--- config.mk ---
export PLATFORM = sky130hd
export DESIGN_NAME = byte_stream_token_lexer_core_flat
export DESIGN_NICKNAME = d
export VERILOG_FILES = /design/src/sv/bstl_pkg.sv /design/src/sv/bstl_byte_if.sv /design/src/sv/bstl_tok_if.sv /design/src/sv/bstl_lex_step.sv /design/src/sv/bstl_res_fifo.sv /design/src/sv/byte_stream_token_lexer_core.sv /design/src/flat_wrapper.sv
export VERILOG_INCLUDE_DIRS = /design/src /design/src/sv
export SDC_FILE = /design/constraint.sdc
export NUM_CORES = 1
export LEC_CHECK = 0
export ABC_AREA = 0
export BUFFER_PORTS_ARGS = -buffer_cell sky130_fd_sc_hd__buf_2
export CAP_MARGIN = 20
export CORE_MARGIN = 2
export CORE_UTILIZATION = 62
export DETAILED_ROUTE_END_ITERATION = 8
export PLACE_DENSITY = 0.8
export SLEW_MARGIN = 20
export SYNTH_ARGS = -nofsm -noshare
export SYNTH_HDL_FRONTEND = slang
export SYNTH_SLANG_ARGS = --single-unit
--- constraint.sdc ---
create_clock -name clk -period 5.9 [get_ports clk]
set_clock_uncertainty 0.15 [all_clocks]
set_input_delay 0.295 -clock clk [delete_from_list [all_inputs] [get_ports clk]]
set_output_delay 0.295 -clock clk [all_outputs]
set_load 0.02 [all_outputs]
--- src/sv/assert_macros.svh ---
// ---------------------------------------------------------------------------
// Assertion macros for the lexer RTL
// Clocked concurrent checks with asynchronous active-low reset disable.
// ---------------------------------------------------------------------------
`ifndef ASSERT_MACROS_SVH
`define ASSERT_MACROS_SVH

// Plain property check, disabled while reset is asserted
`define ASSERT_CLK(label, clk, rst_n, prop, msg) \
	label: assert property (@(posedge clk) disable iff (!rst_n) (prop)) else $error(msg);

// Implication checked on the next cycle, disabled while reset is asserted
`define ASSERT_NEXT(label, clk, rst_n, ante, cons, msg) \
	label: assert property (@(posedge clk) disable iff (!rst_n) (ante) |=> (cons)) \
		else $error(msg);

`endif

--- src/sv/bstl_pkg.sv ---
// ---------------------------------------------------------------------------
// Byte stream token lexer package
// Scanner modes, token kinds, result record and sizing constants.
// ---------------------------------------------------------------------------
package bstl_pkg;

	// Width of the length field of a result
	localparam int LEN_W = 16;

	// Default width of the open token byte counter
	localparam int LENGTH_BITS_DEF = 16;

	// Default depth of the result queue (two results per byte at most)
	localparam int RES_DEPTH_DEF = 4;

	// Scanner modes, one-hot
	typedef enum logic [12:0] {
		M_START      = 13'b0_0000_0000_0001,
		M_SPACE      = 13'b0_0000_0000_0010,
		M_TAB        = 13'b0_0000_0000_0100,
		M_CR         = 13'b0_0000_0000_1000,
		M_IDENT      = 13'b0_0000_0001_0000,
		M_INT        = 13'b0_0000_0010_0000,
		M_DEC        = 13'b0_0000_0100_0000,
		M_STR        = 13'b0_0000_1000_0000,
		M_COMMENT    = 13'b0_0001_0000_0000,
		M_COMMENT_CR = 13'b0_0010_0000_0000,
		M_UNI3       = 13'b0_0100_0000_0000,
		M_UNI2       = 13'b0_1000_0000_0000,
		M_UNI1       = 13'b1_0000_0000_0000
	} mode_t;

	// Token kinds
	typedef enum logic [4:0] {
		K_SPACE    = 5'd0,
		K_TAB      = 5'd1,
		K_LF       = 5'd2,
		K_CR       = 5'd3,
		K_CRLF     = 5'd4,
		K_LPAREN   = 5'd5,
		K_RPAREN   = 5'd6,
		K_LBRACKET = 5'd7,
		K_RBRACKET = 5'd8,
		K_LBRACE   = 5'd9,
		K_RBRACE   = 5'd10,
		K_SLASH    = 5'd11,
		K_INT      = 5'd12,
		K_DEC      = 5'd13,
		K_STR      = 5'd14,
		K_COMMENT  = 5'd15,
		K_IDENT    = 5'd16,
		K_UNKNOWN  = 5'd17,
		K_EOF      = 5'd18
	} kind_t;

	// One token result
	typedef struct packed {
		kind_t            kind;
		logic [LEN_W-1:0] length;
		logic             last;
	} res_t;

	// Results caused by one byte: count (0..2) and the two slots in order
	typedef struct packed {
		logic [1:0] n;
		res_t       r0;
		res_t       r1;
	} lex_out_t;

endpackage

--- src/sv/bstl_byte_if.sv ---
// ---------------------------------------------------------------------------
// Source byte channel
// Valid/ready channel carrying one source byte per transfer.
// ---------------------------------------------------------------------------
interface bstl_byte_if;
	logic       valid;
	logic       ready;
	logic [7:0] byte_req;

	modport source (output valid, output byte_req, input ready);
	modport sink (input valid, input byte_req, output ready);
endinterface

--- src/sv/bstl_tok_if.sv ---
// ---------------------------------------------------------------------------
// Token result channel
// Valid/ready channel carrying one token (kind, length, last) per transfer.
// ---------------------------------------------------------------------------
interface bstl_tok_if;
	logic                       valid;
	logic                       ready;
	logic [4:0]                 kind;
	logic [bstl_pkg::LEN_W-1:0] length;
	logic                       last;

	modport source (output valid, output kind, output length, output last, input ready);
	modport sink (input valid, input kind, input length, input last, output ready);
endinterface

--- src/sv/bstl_lex_step.sv ---
// ---------------------------------------------------------------------------
// Lexer step logic
// Next mode, next byte count and up to two token results for one byte.
// ---------------------------------------------------------------------------
module bstl_lex_step #(
	parameter int LENGTH_BITS = bstl_pkg::LENGTH_BITS_DEF
) (
	input  logic [7:0]             byte_req,
	input  bstl_pkg::mode_t        mode,
	input  logic [LENGTH_BITS-1:0] count,
	output bstl_pkg::mode_t        mode_nxt,
	output logic [LENGTH_BITS-1:0] count_nxt,
	output bstl_pkg::lex_out_t     lex
);

	localparam logic [7:0] CH_NUL    = 8'h00;
	localparam logic [7:0] CH_TAB    = 8'h09;
	localparam logic [7:0] CH_LF     = 8'h0A;
	localparam logic [7:0] CH_CR     = 8'h0D;
	localparam logic [7:0] CH_SPACE  = 8'h20;
	localparam logic [7:0] CH_QUOTE  = 8'h22;
	localparam logic [7:0] CH_DOT    = 8'h2E;
	localparam logic [7:0] CH_SEMI   = 8'h3B;
	localparam logic [7:0] CH_SLASH  = 8'h2F;
	localparam logic [7:0] CH_LPAREN = 8'h28;
	localparam logic [7:0] CH_RPAREN = 8'h29;
	localparam logic [7:0] CH_LBRKT  = 8'h5B;
	localparam logic [7:0] CH_RBRKT  = 8'h5D;
	localparam logic [7:0] CH_LBRACE = 8'h7B;
	localparam logic [7:0] CH_RBRACE = 8'h7D;
	localparam logic [7:0] UTF2_LO   = 8'b1100_0000;
	localparam logic [7:0] UTF2_HI   = 8'b1101_1111;
	localparam logic [7:0] UTF3_LO   = 8'b1110_0000;
	localparam logic [7:0] UTF3_HI   = 8'b1110_1111;
	localparam logic [7:0] UTF4_LO   = 8'b1111_0000;
	localparam logic [7:0] UTF4_HI   = 8'b1111_0111;
	localparam int LenW = bstl_pkg::LEN_W;

	function automatic logic is_delim(input logic [7:0] b);
		return (b == CH_SPACE) || (b == CH_TAB) || (b == CH_CR) || (b == CH_LF) ||
			(b == CH_NUL) || (b == CH_SEMI) || (b == CH_SLASH) ||
			(b == CH_LPAREN) || (b == CH_RPAREN) || (b == CH_LBRKT) ||
			(b == CH_RBRKT) || (b == CH_LBRACE) || (b == CH_RBRACE);
	endfunction

	function automatic logic is_numeral(input logic [7:0] b);
		return (b >= 8'h30) && (b <= 8'h39);
	endfunction

	// Letters, '_', '-' and the identifier punctuation set
	function automatic logic is_ident_start(input logic [7:0] b);
		return ((b >= 8'h61) && (b <= 8'h7A)) || ((b >= 8'h41) && (b <= 8'h5A)) ||
			(b == 8'h21) || (b == 8'h23) || (b == 8'h24) || (b == 8'h25) ||
			(b == 8'h26) || (b == 8'h27) || (b == 8'h2A) || (b == 8'h2B) ||
			(b == 8'h2C) || (b == 8'h2D) || (b == 8'h2E) || (b == 8'h3A) ||
			(b == 8'h3C) || (b == 8'h3D) || (b == 8'h3E) || (b == 8'h3F) ||
			(b == 8'h40) || (b == 8'h5C) || (b == 8'h5E) || (b == 8'h5F) ||
			(b == 8'h60) || (b == 8'h7C);
	endfunction

	// Lexing from start
	bstl_pkg::mode_t        fs_mode;
	logic                   fs_emit;
	bstl_pkg::kind_t        fs_kind;
	logic [LenW-1:0]        fs_len;

	// Open token handling
	logic [LENGTH_BITS-1:0] cnt_inc;
	logic                   do_fs;
	logic                   have0;
	bstl_pkg::kind_t        k0;
	logic [LENGTH_BITS-1:0] len0_src;
	logic [LENGTH_BITS+LenW-1:0] len0_ext;
	logic [LenW-1:0]        len0;

	// Saturating bump of the open token count
	assign cnt_inc = (&count) ? count : count + 1'b1;

	// Single byte lexed from the start mode
	always_comb begin
		fs_mode = bstl_pkg::M_START;
		fs_emit = 1'b0;
		fs_kind = bstl_pkg::K_UNKNOWN;
		fs_len  = '0;
		unique case (byte_req)
			CH_NUL: begin
				fs_emit = 1'b1;
				fs_kind = bstl_pkg::K_EOF;
			end
			CH_TAB:    fs_mode = bstl_pkg::M_TAB;
			CH_LF: begin
				fs_emit = 1'b1;
				fs_kind = bstl_pkg::K_LF;
			end
			CH_CR:     fs_mode = bstl_pkg::M_CR;
			CH_SPACE:  fs_mode = bstl_pkg::M_SPACE;
			CH_QUOTE:  fs_mode = bstl_pkg::M_STR;
			CH_SEMI:   fs_mode = bstl_pkg::M_COMMENT;
			CH_LPAREN: begin
				fs_emit = 1'b1;
				fs_kind = bstl_pkg::K_LPAREN;
			end
			CH_RPAREN: begin
				fs_emit = 1'b1;
				fs_kind = bstl_pkg::K_RPAREN;
			end
			CH_LBRKT: begin
				fs_emit = 1'b1;
				fs_kind = bstl_pkg::K_LBRACKET;
			end
			CH_RBRKT: begin
				fs_emit = 1'b1;
				fs_kind = bstl_pkg::K_RBRACKET;
			end
			CH_LBRACE: begin
				fs_emit = 1'b1;
				fs_kind = bstl_pkg::K_LBRACE;
			end
			CH_RBRACE: begin
				fs_emit = 1'b1;
				fs_kind = bstl_pkg::K_RBRACE;
			end
			CH_SLASH: begin
				fs_emit = 1'b1;
				fs_kind = bstl_pkg::K_SLASH;
			end
			default: begin
				if (is_numeral(byte_req)) begin
					fs_mode = bstl_pkg::M_INT;
				end else if ((byte_req >= UTF2_LO) && (byte_req <= UTF2_HI)) begin
					fs_mode = bstl_pkg::M_UNI1;
				end else if ((byte_req >= UTF3_LO) && (byte_req <= UTF3_HI)) begin
					fs_mode = bstl_pkg::M_UNI2;
				end else if ((byte_req >= UTF4_LO) && (byte_req <= UTF4_HI)) begin
					fs_mode = bstl_pkg::M_UNI3;
				end else if (is_ident_start(byte_req)) begin
					fs_mode = bstl_pkg::M_IDENT;
				end else begin
					fs_emit = 1'b1;
					fs_kind = bstl_pkg::K_UNKNOWN;
					fs_len  = LenW'(1);
				end
			end
		endcase
	end

	// Mode update; first result is a closed or finished token
	always_comb begin
		do_fs     = 1'b0;
		have0     = 1'b0;
		k0        = bstl_pkg::K_SPACE;
		len0_src  = count;
		mode_nxt  = mode;
		count_nxt = cnt_inc;
		unique case (mode)
			bstl_pkg::M_SPACE: begin
				if (byte_req != CH_SPACE) begin
					have0 = 1'b1;
					k0    = bstl_pkg::K_SPACE;
					do_fs = 1'b1;
				end
			end
			bstl_pkg::M_TAB: begin
				if (byte_req != CH_TAB) begin
					have0 = 1'b1;
					k0    = bstl_pkg::K_TAB;
					do_fs = 1'b1;
				end
			end
			bstl_pkg::M_CR: begin
				have0    = 1'b1;
				len0_src = '0;
				if (byte_req == CH_LF) begin
					k0        = bstl_pkg::K_CRLF;
					mode_nxt  = bstl_pkg::M_START;
					count_nxt = '0;
				end else begin
					k0    = bstl_pkg::K_CR;
					do_fs = 1'b1;
				end
			end
			bstl_pkg::M_INT: begin
				if (byte_req == CH_DOT) begin
					mode_nxt = bstl_pkg::M_DEC;
				end else if (is_delim(byte_req)) begin
					have0 = 1'b1;
					k0    = bstl_pkg::K_INT;
					do_fs = 1'b1;
				end else if (!is_numeral(byte_req)) begin
					mode_nxt = bstl_pkg::M_IDENT;
				end
			end
			bstl_pkg::M_DEC: begin
				if (is_delim(byte_req)) begin
					have0 = 1'b1;
					k0    = bstl_pkg::K_DEC;
					do_fs = 1'b1;
				end else if (!is_numeral(byte_req)) begin
					mode_nxt = bstl_pkg::M_IDENT;
				end
			end
			bstl_pkg::M_STR: begin
				if (byte_req == CH_QUOTE) begin
					have0     = 1'b1;
					k0        = bstl_pkg::K_STR;
					len0_src  = cnt_inc;
					mode_nxt  = bstl_pkg::M_START;
					count_nxt = '0;
				end
			end
			bstl_pkg::M_COMMENT: begin
				if (byte_req == CH_LF) begin
					have0     = 1'b1;
					k0        = bstl_pkg::K_COMMENT;
					len0_src  = cnt_inc;
					mode_nxt  = bstl_pkg::M_START;
					count_nxt = '0;
				end else if (byte_req == CH_CR) begin
					mode_nxt = bstl_pkg::M_COMMENT_CR;
				end
			end
			bstl_pkg::M_COMMENT_CR: begin
				have0 = 1'b1;
				k0    = bstl_pkg::K_COMMENT;
				if (byte_req == CH_LF) begin
					len0_src  = cnt_inc;
					mode_nxt  = bstl_pkg::M_START;
					count_nxt = '0;
				end else begin
					do_fs = 1'b1;
				end
			end
			bstl_pkg::M_UNI3: mode_nxt = bstl_pkg::M_UNI2;
			bstl_pkg::M_UNI2: mode_nxt = bstl_pkg::M_UNI1;
			bstl_pkg::M_UNI1: mode_nxt = bstl_pkg::M_IDENT;
			bstl_pkg::M_IDENT: begin
				if (is_delim(byte_req)) begin
					have0 = 1'b1;
					k0    = bstl_pkg::K_IDENT;
					do_fs = 1'b1;
				end
			end
			default: do_fs = 1'b1;
		endcase
		// Byte that closed a token (or arrived at start) is lexed from start
		if (do_fs) begin
			mode_nxt  = fs_mode;
			count_nxt = (fs_mode == bstl_pkg::M_START) ? '0 : LENGTH_BITS'(1);
		end
	end

	// Clip the reported length to the length field
	assign len0_ext = {{LenW{1'b0}}, len0_src};
	assign len0     = (|len0_ext[LENGTH_BITS+LenW-1:LenW]) ? '1 : len0_ext[LenW-1:0];

	// Pack results in order; the final one carries last
	always_comb begin
		lex.n         = 2'd0;
		lex.r0.kind   = k0;
		lex.r0.length = len0;
		lex.r0.last   = 1'b1;
		lex.r1.kind   = fs_kind;
		lex.r1.length = fs_len;
		lex.r1.last   = 1'b1;
		if (have0) begin
			if (do_fs && fs_emit) begin
				lex.n       = 2'd2;
				lex.r0.last = 1'b0;
			end else begin
				lex.n = 2'd1;
			end
		end else if (do_fs && fs_emit) begin
			lex.n         = 2'd1;
			lex.r0.kind   = fs_kind;
			lex.r0.length = fs_len;
		end
	end

endmodule

--- src/sv/bstl_res_fifo.sv ---
// ---------------------------------------------------------------------------
// Token result queue
// Takes up to two results per cycle, hands out one per output transfer.
// ---------------------------------------------------------------------------
module bstl_res_fifo #(
	parameter int RES_DEPTH = bstl_pkg::RES_DEPTH_DEF
) (
	input  logic                             clk,
	input  logic                             arst_n,
	input  logic [1:0]                       push_n,
	input  bstl_pkg::res_t                   d0,
	input  bstl_pkg::res_t                   d1,
	output logic [$clog2(RES_DEPTH+1)-1:0]   free,
	bstl_tok_if.source                       tokens
);

	localparam int PtrW = $clog2(RES_DEPTH);
	localparam int CntW = $clog2(RES_DEPTH + 1);

	bstl_pkg::res_t  mem_q [RES_DEPTH];
	logic [PtrW-1:0] wr_ptr_q;
	logic [PtrW-1:0] rd_ptr_q;
	logic [CntW-1:0] cnt_q;
	logic [PtrW-1:0] wr_ptr1;
	logic [PtrW-1:0] wr_ptr2;
	logic [PtrW-1:0] rd_ptr_inc;
	logic            pop;

	function automatic logic [PtrW-1:0] ptr_next(input logic [PtrW-1:0] p);
		return (p == PtrW'(RES_DEPTH - 1)) ? '0 : p + 1'b1;
	endfunction

	assign wr_ptr1    = ptr_next(wr_ptr_q);
	assign wr_ptr2    = ptr_next(wr_ptr1);
	assign rd_ptr_inc = ptr_next(rd_ptr_q);
	assign pop        = tokens.valid && tokens.ready;
	assign free       = CntW'(RES_DEPTH) - cnt_q;

	// Head of queue drives the channel
	assign tokens.valid  = (cnt_q != '0);
	assign tokens.kind   = mem_q[rd_ptr_q].kind;
	assign tokens.length = mem_q[rd_ptr_q].length;
	assign tokens.last   = mem_q[rd_ptr_q].last;

	// Storage
	always_ff @(posedge clk) begin
		if (push_n != 2'd0) begin
			mem_q[wr_ptr_q] <= d0;
		end
		if (push_n == 2'd2) begin
			mem_q[wr_ptr1] <= d1;
		end
	end

	// Pointers and fill count
	always_ff @(posedge clk or negedge arst_n) begin
		if (!arst_n) begin
			wr_ptr_q <= '0;
			rd_ptr_q <= '0;
			cnt_q    <= '0;
		end else begin
			if (push_n == 2'd1) begin
				wr_ptr_q <= wr_ptr1;
			end else if (push_n == 2'd2) begin
				wr_ptr_q <= wr_ptr2;
			end
			if (pop) begin
				rd_ptr_q <= rd_ptr_inc;
			end
			cnt_q <= cnt_q + CntW'(push_n) - CntW'(pop);
		end
	end

endmodule

--- src/sv/byte_stream_token_lexer_core.sv ---
// ---------------------------------------------------------------------------
// Byte stream token lexer
// Lexes one source byte per transfer into kind/length tokens.
//
//   channel  | dir | payload                      | per transfer
//   ---------+-----+------------------------------+---------------------------
//   bytes    | in  | byte_req[7:0]                | one source byte
//   tokens   | out | kind[4:0] length[15:0] last  | one token, last marks byte end
//
// A byte is registered at its input transfer and lexed in the next cycle; its
// zero, one or two tokens enter the result queue once they fit there.
// One byte per cycle is taken while the queue has room for the registered
// byte's results; the queue drains one token per cycle, so only a stalled token
// channel or a run of two-token bytes that fills the queue holds the input.
// Reset: start mode, no token open, queue empty; no clearing pass.
// ---------------------------------------------------------------------------
`include "assert_macros.svh"

module byte_stream_token_lexer_core #(
	parameter int LENGTH_BITS = bstl_pkg::LENGTH_BITS_DEF,
	parameter int RES_DEPTH   = bstl_pkg::RES_DEPTH_DEF
) (
	input  logic        clk,
	input  logic        arst_n,
	bstl_byte_if.sink   bytes,
	bstl_tok_if.source  tokens
);

	localparam int CntW = $clog2(RES_DEPTH + 1);

	logic                   valid_s1;
	logic [7:0]             byte_s1;
	bstl_pkg::mode_t        mode_q;
	logic [LENGTH_BITS-1:0] count_q;
	bstl_pkg::mode_t        mode_nxt;
	logic [LENGTH_BITS-1:0] count_nxt;
	bstl_pkg::lex_out_t     lex;
	logic [CntW-1:0]        free;
	logic                   adv;
	logic [1:0]             push_n;
	logic                   s1_stall;
	logic                   pair_ok;
	logic                   eof_out;
	logic                   at_start;

	// Registered byte retires once its results fit in the queue
	assign adv          = valid_s1 && (free >= CntW'(lex.n));
	assign push_n       = adv ? lex.n : 2'd0;
	assign bytes.ready  = !valid_s1 || adv;

	// Input register
	always_ff @(posedge clk or negedge arst_n) begin
		if (!arst_n) begin
			valid_s1 <= 1'b0;
		end else if (bytes.ready) begin
			valid_s1 <= bytes.valid;
		end
	end

	always_ff @(posedge clk) begin
		if (bytes.valid && bytes.ready) begin
			byte_s1 <= bytes.byte_req;
		end
	end

	// Scanner state
	always_ff @(posedge clk or negedge arst_n) begin
		if (!arst_n) begin
			mode_q  <= bstl_pkg::M_START;
			count_q <= '0;
		end else if (adv) begin
			mode_q  <= mode_nxt;
			count_q <= count_nxt;
		end
	end

	bstl_lex_step #(
		.LENGTH_BITS (LENGTH_BITS)
	) u_step (
		.byte_req  (byte_s1),
		.mode      (mode_q),
		.count     (count_q),
		.mode_nxt  (mode_nxt),
		.count_nxt (count_nxt),
		.lex       (lex)
	);

	bstl_res_fifo #(
		.RES_DEPTH (RES_DEPTH)
	) u_fifo (
		.clk    (clk),
		.arst_n (arst_n),
		.push_n (push_n),
		.d0     (lex.r0),
		.d1     (lex.r1),
		.free   (free),
		.tokens (tokens)
	);

	// Check terms; the step outputs only count while a byte is registered
	assign s1_stall = valid_s1 && !adv;
	assign pair_ok  = !valid_s1 || (lex.n != 2'd2) || (!lex.r0.last && lex.r1.last);
	assign eof_out  = ((lex.n == 2'd1) && (lex.r0.kind == bstl_pkg::K_EOF)) ||
		((lex.n == 2'd2) && (lex.r1.kind == bstl_pkg::K_EOF));
	assign at_start = (mode_q == bstl_pkg::M_START) && (count_q == '0);

	// Checks
	`ASSERT_NEXT(a_s1_hold, clk, arst_n, s1_stall, valid_s1 && $stable(byte_s1), "stalled byte lost")
	`ASSERT_CLK(a_pair_order, clk, arst_n, pair_ok, "two-result byte misordered")
	`ASSERT_NEXT(a_eof_start, clk, arst_n, adv && eof_out, at_start, "eof did not return to start")
	`ASSERT_CLK(a_fifo_bound, clk, arst_n, free <= CntW'(RES_DEPTH), "result queue overfilled")

endmodule

--- src/flat_wrapper.sv ---
// flat-port wrapper written by rule: the top's interface ports become plain ports
module byte_stream_token_lexer_core_flat 
#(
	parameter int LENGTH_BITS = bstl_pkg::LENGTH_BITS_DEF,
	parameter int RES_DEPTH   = bstl_pkg::RES_DEPTH_DEF
)
  (clk, arst_n, bytes_valid, bytes_byte_req, bytes_ready, tokens_valid, tokens_kind, tokens_length, tokens_last, tokens_ready);
  bstl_byte_if bytes_i ();
  bstl_tok_if tokens_i ();
  input  logic clk;
  input  logic arst_n;
  input wire logic [$bits(bytes_i.valid)-1:0] bytes_valid;
  input wire logic [$bits(bytes_i.byte_req)-1:0] bytes_byte_req;
  output wire logic [$bits(bytes_i.ready)-1:0] bytes_ready;
  output wire logic [$bits(tokens_i.valid)-1:0] tokens_valid;
  output wire logic [$bits(tokens_i.kind)-1:0] tokens_kind;
  output wire logic [$bits(tokens_i.length)-1:0] tokens_length;
  output wire logic [$bits(tokens_i.last)-1:0] tokens_last;
  input wire logic [$bits(tokens_i.ready)-1:0] tokens_ready;
  assign bytes_i.valid = bytes_valid;
  assign bytes_i.byte_req = bytes_byte_req;
  assign bytes_ready = bytes_i.ready;
  assign tokens_valid = tokens_i.valid;
  assign tokens_kind = tokens_i.kind;
  assign tokens_length = tokens_i.length;
  assign tokens_last = tokens_i.last;
  assign tokens_i.ready = tokens_ready;
  byte_stream_token_lexer_core #(.LENGTH_BITS(LENGTH_BITS), .RES_DEPTH(RES_DEPTH)) u_core (.clk(clk), .arst_n(arst_n), .bytes(bytes_i), .tokens(tokens_i));
endmodule
Yosys cells after proc, flatten, opt, wreduce, memory -nomap -nowiden
Memories as Yosys holds them, arrays and structs flattened.
Cells that the tools add are included.
{"block": "op_classes", "add_sub_neg": 7, "n_lt_le_gt_ge": 13, "n_eq_ne": 58, "n_mux": 71, "reduce_logical": 62}
{"cell": "equality test 8 x 6 -> 1 bit (second input constant)", "count": 22}
{"cell": "two-way mux 13 bit", "count": 10}
{"cell": "one-hot mux 13 bit (8 select lines)", "count": 1}
{"cell": "two-way mux 16 bit", "count": 6}
{"cell": "equality test 8 x 7 -> 1 bit (second input constant)", "count": 10}
{"cell": "one-hot mux 13 bit (6 select lines)", "count": 1}
{"cell": "one-hot mux 16 bit (3 select lines)", "count": 1}
{"cell": "one-hot mux 5 bit (9 select lines)", "count": 1}
{"cell": "one-hot mux 5 bit (8 select lines)", "count": 1}
{"cell": "logical OR 1 bit", "count": 36}
{"cell": "one-hot mux 16 bit (2 select lines)", "count": 1}
{"cell": "two-way mux 1 bit", "count": 26}
{"cell": "equality test 8 x 4 -> 1 bit (second input constant)", "count": 3}
{"cell": "greater-or-equal comparator 8 bit (second input constant)", "count": 3}
{"cell": "<= comparator 8 bit (second input constant)", "count": 3}
{"cell": "two-way mux 22 bit", "count": 1}
{"cell": "two-way mux 21 bit", "count": 1}
{"cell": "two-way mux 4 bit", "count": 5}
{"cell": "adder 16 x 1 -> 16 bit (second input constant)", "count": 1}
{"cell": "greater-or-equal comparator 8 x 7 -> 1 bit (second input constant)", "count": 2}
{"cell": "<= comparator 8 x 7 -> 1 bit (second input constant)", "count": 2}
{"cell": "two-way mux 2 bit", "count": 8}
{"cell": "AND reduction 16 bit", "count": 1}
{"cell": "OR reduction 14 bit", "count": 1}
{"cell": "other kinds (45)", "count": 64}
{"block": "totals", "ff_bits": 45, "ram_bits": 88, "in_bits": 12, "output_inout_bits": 24, "elab_cells": 219, "mem_count": 1}
{"name": "u_core.u_fifo.mem_q", "words": 4, "width": 22, "read_ports": 1, "rd_ports_with_merged_regs": 0, "write_ports": 2, "line_no": "bstl_res_fifo.sv:20", "rtl": "bstl_pkg::res_t mem_q [RES_DEPTH];"}

Depth between registers and ports, before layout
{"block": "depth", "word_depth": 40, "depth_mapped": 24, "ltp_nobuf": 20}

By module
Synthesis repeated with hierarchy kept, for this count alone.
{"block": "hier_totals", "cells_unflattened": 743, "hier_area_um2": 8843.5}
{"module": "bstl_res_fifo", "instances": 1, "cells_each": 273, "area_per_inst_um2": 4842.1, "seq_area_each_um2": 2817.7}
{"module": "bstl_lex_step", "instances": 1, "cells_each": 386, "area_per_inst_um2": 2432.3, "seq_area_each_um2": 0.0}
{"module": "byte_stream_token_lexer_core", "instances": 1, "cells_each": 84, "area_per_inst_um2": 1569.0, "seq_area_each_um2": 992.2}

Worst setup path after synthesis
No wires, ideal clock.
{"block": "synth_path", "path_kind": "register -> register", "start": "register u_core.mode_q[11]", "end": "memory u_core.u_fifo.mem_q[3][19] (netlist name) (data pin)", "setup_ns": 0.278, "arrival_time_ns": 4.903, "required_time_ns": 5.472, "slack_ns": 0.569, "path_stages_with_launch": 21, "path_buffers": 3, "synth_period_minus_slack_ns": 5.331, "cell_sequence": "dfrtp_1 buf_2 or3_4 or4_1 a2111oi_0 o311ai_2 nor2_1 nor2_1 ha_1 ha_1 o21ai_0 and3b_1 nor2b_1 clkbuf_1 nand2_1 inv_1 ha_1 clkbuf_1 a21oi_1 a21boi_0 o22ai_1"}
{"element": "start, declared", "line_no": "byte_stream_token_lexer_core.sv:33", "rtl": "bstl_pkg::mode_t mode_q;"}
{"element": "start signal, assigned", "line_no": "byte_stream_token_lexer_core.sv:69", "rtl": "mode_q <= bstl_pkg::M_START;"}
{"element": "start signal, assigned", "line_no": "byte_stream_token_lexer_core.sv:72", "rtl": "mode_q <= mode_nxt;"}
{"element": "end, declared", "line_no": "bstl_res_fifo.sv:20"}

==> run_results.csv <==
group,metric,value,unit
cells_and_area,drive_gt1_frac,0.156,
drt,avgViaCountPerCell,6.77,
timing,rsz0062_at_grt,"false",
floorplanning,core-area,12000,um2
grt,grt_start_max_net_pins,38,
floorplanning,num_rows,40,
placement,dpl.cell_count,959,
logic_synthesis,yosys-top-cells-count,"nand2_1, o21ai_0, dfxtp_1, nor2_1, a21oi_1",
power,power.density,444,nW/um2
timing,slew_headroom,0.257,
logic_synthesis,yosys-top-cells-area,"dfxtp_1, edfxtp_1, dfrtp_1",
logic_synthesis,ys_warn_count,0,
placement,place_congestion,1.04,
grt,grt_pass1_wl,33100,um
floorplanning,dieArea,13100,um2
cells_and_area,fin_cells,1001,
timing,worstMarginPinSlew,1100,ps
run,drv_cap,0,
timing,setup_tns,0,ps
drt,post_drt_wl_per_cell,20.7,um
logic_synthesis,synth_cell_type_count,79,
drt,drt_iter0_drc,926,
logic_synthesis,muxShareOfSynthArea,0.0740,
timing,hold_viol,0,
logic_synthesis,yosysMostFrequentCell,"nand2_1",
hold_path,hp-class,"primary input to flop",
cts,root_buffer,"clkbuf_16",
setup_path,path_class,"flop to flop",
logic_synthesis,synth-xor-area-share,0.00925,
floorplanning,start_util,0.633,
floorplanning,die_h,115,um
cts,clock_latency,430,ps
setup_path,cp-end-kind,"flop",
logic_synthesis,yosysTopAreaCell,"dfxtp_1",
drt,dr.pass1.iters,7,
logic_synthesis,syn_area,7570,um2
setup_path,worstPathRequired,5880,ps
drt,wl,20700,um
logic_synthesis,synth_fa_ha_area_frac,0.0373,
logic_synthesis,synthFlopType,"dfxtp_1",
cts,clk_pin_slew,60,ps
timing,finalSetupViolCount,0,
power,ir_worst_vdd,0.302,mV
cts,cts_sinks,133,
outcome,status,"finished clean",
setup_path,cp.arrival,5560,ps
setup_path,critPathLaunchType,"flop",
logic_synthesis,synth.avg_cell_area,9.40,um2
floorplanning,ios,36,
logic_synthesis,syn-num-nets,840,
grt,overflow,0,
drt,vias,6773,
placement,dp_hpwl,14300,um
cts,cts_tree,"yes",
cells_and_area,final_nets,876,
power,p_leak,3.32,nW
cts,cts_buffers,17,
logic_synthesis,synthSimpleGateAreaFrac,0.206,
placement,portBuffers,35,
cells_and_area,fillCellCount,884,
floorplanning,die_w,115,um
cells_and_area,num_antenna_cells,0,
timing,maxSlewViolCount,0,
logic_synthesis,async_flop_share,0.278,
timing,finalCriticalPeriod,5580,ps
logic_synthesis,synth_top_area_frac,0.169,
cts,cts.path.max_buffers,2,
logic_synthesis,synthCells,806,
drt,route.detailed.drc,0,
grt,grt_pass1_vias,6661,
power,total_power,3.81,mW
logic_synthesis,synth_seq_cells,133,
cells_and_area,fin_util,0.717,
timing,post-route-period-util,0.945,
cells_and_area,area_delta_synth_final,13.2,%
logic_synthesis,synth-edff-count,32,
timing,fmax,0.179,GHz
logic_synthesis,synth_compound_gate_area_share,0.215,
logic_synthesis,synth_top_family_by_area,"compound AO/OA/AOI/OAI gates",
logic_synthesis,yosysSeqAreaShare,0.418,
drt,ant_nets,0,
setup_path,worstPathMaxFanout,11,
cts,cts.htree.levels,4,
grt,grtUsageTotal,0.325,
grt,grt_antenna_before_repair,0,
final timing paths:
kind,cells past startpoint,from,slack (ps),endpoint
max in group asynchronous,2,arst_n,4590,u_core.u_fifo.rd_ptr_q[1]
setup / recovery,18,u_core.mode_q[11],320,u_core.u_fifo.mem_q[3][19]
hold reg to reg,2,u_core.u_fifo.mem_q[2][6],310,u_core.u_fifo.mem_q[2][6]
min in group asynchronous,2,arst_n,380,u_core.count_q[8]
hold / removal,3,tokens_ready,230,u_core.u_fifo.rd_ptr_q[1]
setup reg to reg,18,u_core.mode_q[11],320,u_core.u_fifo.mem_q[3][19]
worst max-delay path: stages, from the launching register on:
cell and delay (ps):
dfrtp_1 460, or3_4 430, or4_1 520, a2111oi_1 490
o311ai_2 260, nor2_2 280, nor2_1 110, ha_1 350
ha_1 280, o21ai_0 60, and3b_1 180, nor2b_1 190
nand2_1 140, inv_1 80, ha_1 340, a21oi_1 130
buf_4 170, a21boi_0 450, o22ai_1 200
metal layers:
layer | vias to the layer above | share of wire | track usage
met5 | - | 0 | 0
met4 | 0 | 0.024 | 0.134
met3 | 52 | 0.077 | 0.0725
met2 | 367 | 0.49 | 0.542
met1 | 3238 | 0.40 | 0.408
li1 | 3116 | - | -
cell usage in the layout, fill, tap and decap left out, types with 22 or more instances in the layout:
cell,n
a21oi_1,42
nand2_1,95
dfxtp_1,64
inv_1,29
mux4_2,22
nor2_1,46
buf_2,35
dfrtp_1,35
o21ai_0,77
edfxtp_1,32
kinds of logic after synthesis:
family,Yosys count
fa+ha+maj,22
flops,133
xor+xnor,8
mux,28
compound gates,242
simple gates,295
buf+inv,78
what timing repair did:
item | in CTS | in global routing
hold buffers | 10 | 0
setup buffers | 0 | 0
endpoints found under the setup margin | 0 | 63
endpoints found under the hold margin | 45 | 0
resized for setup | 0 | 3
through the flow:
stage / hold WS [ps] / setup slack, ps / cell area (um2)
after floorplan: -151 / 569 / 7570
after global placement: 278 / 426 / 7890
after detailed placement: 292 / 217 / 7890
after CTS: 219 / 165 / 8560
after global routing: 240 / 20.6 / 8570
final: 230 / 322 / 8570
where the power goes:
part | switching [mW] | internal (mW) | total (mW)
sequential | 0.176 | 1.08 | 1.26
clock | 0.422 | 0.608 | 1.03
combinational | 0.928 | 0.590 | 1.52
total | 1.53 | 2.28 | 3.81
registers in the layout, summed over array words and instances, names as in the netlist:
signal and cells:
u_core.u_fifo.mem_q 88, u_core.count_q 16, u_core.mode_q 13, u_core.byte_s1 8, u_core.u_fifo.cnt_q 3, u_core.u_fifo.rd_ptr_q 2, u_core.u_fifo.wr_ptr_q 2, u_core.valid_s1 1
area by class of cell:
cell class                 count  area [um2]  area share
multi-input combinational    595        4110       0.479
tap                          147         184      0.0215
sequential                   133        3170       0.370
clock inverter                13         120      0.0140
clock buffer                  18         450      0.0525
timing repair buffer          66         433      0.0505
inverter                      29         109      0.0127
(Power assumes the default switching activity.)
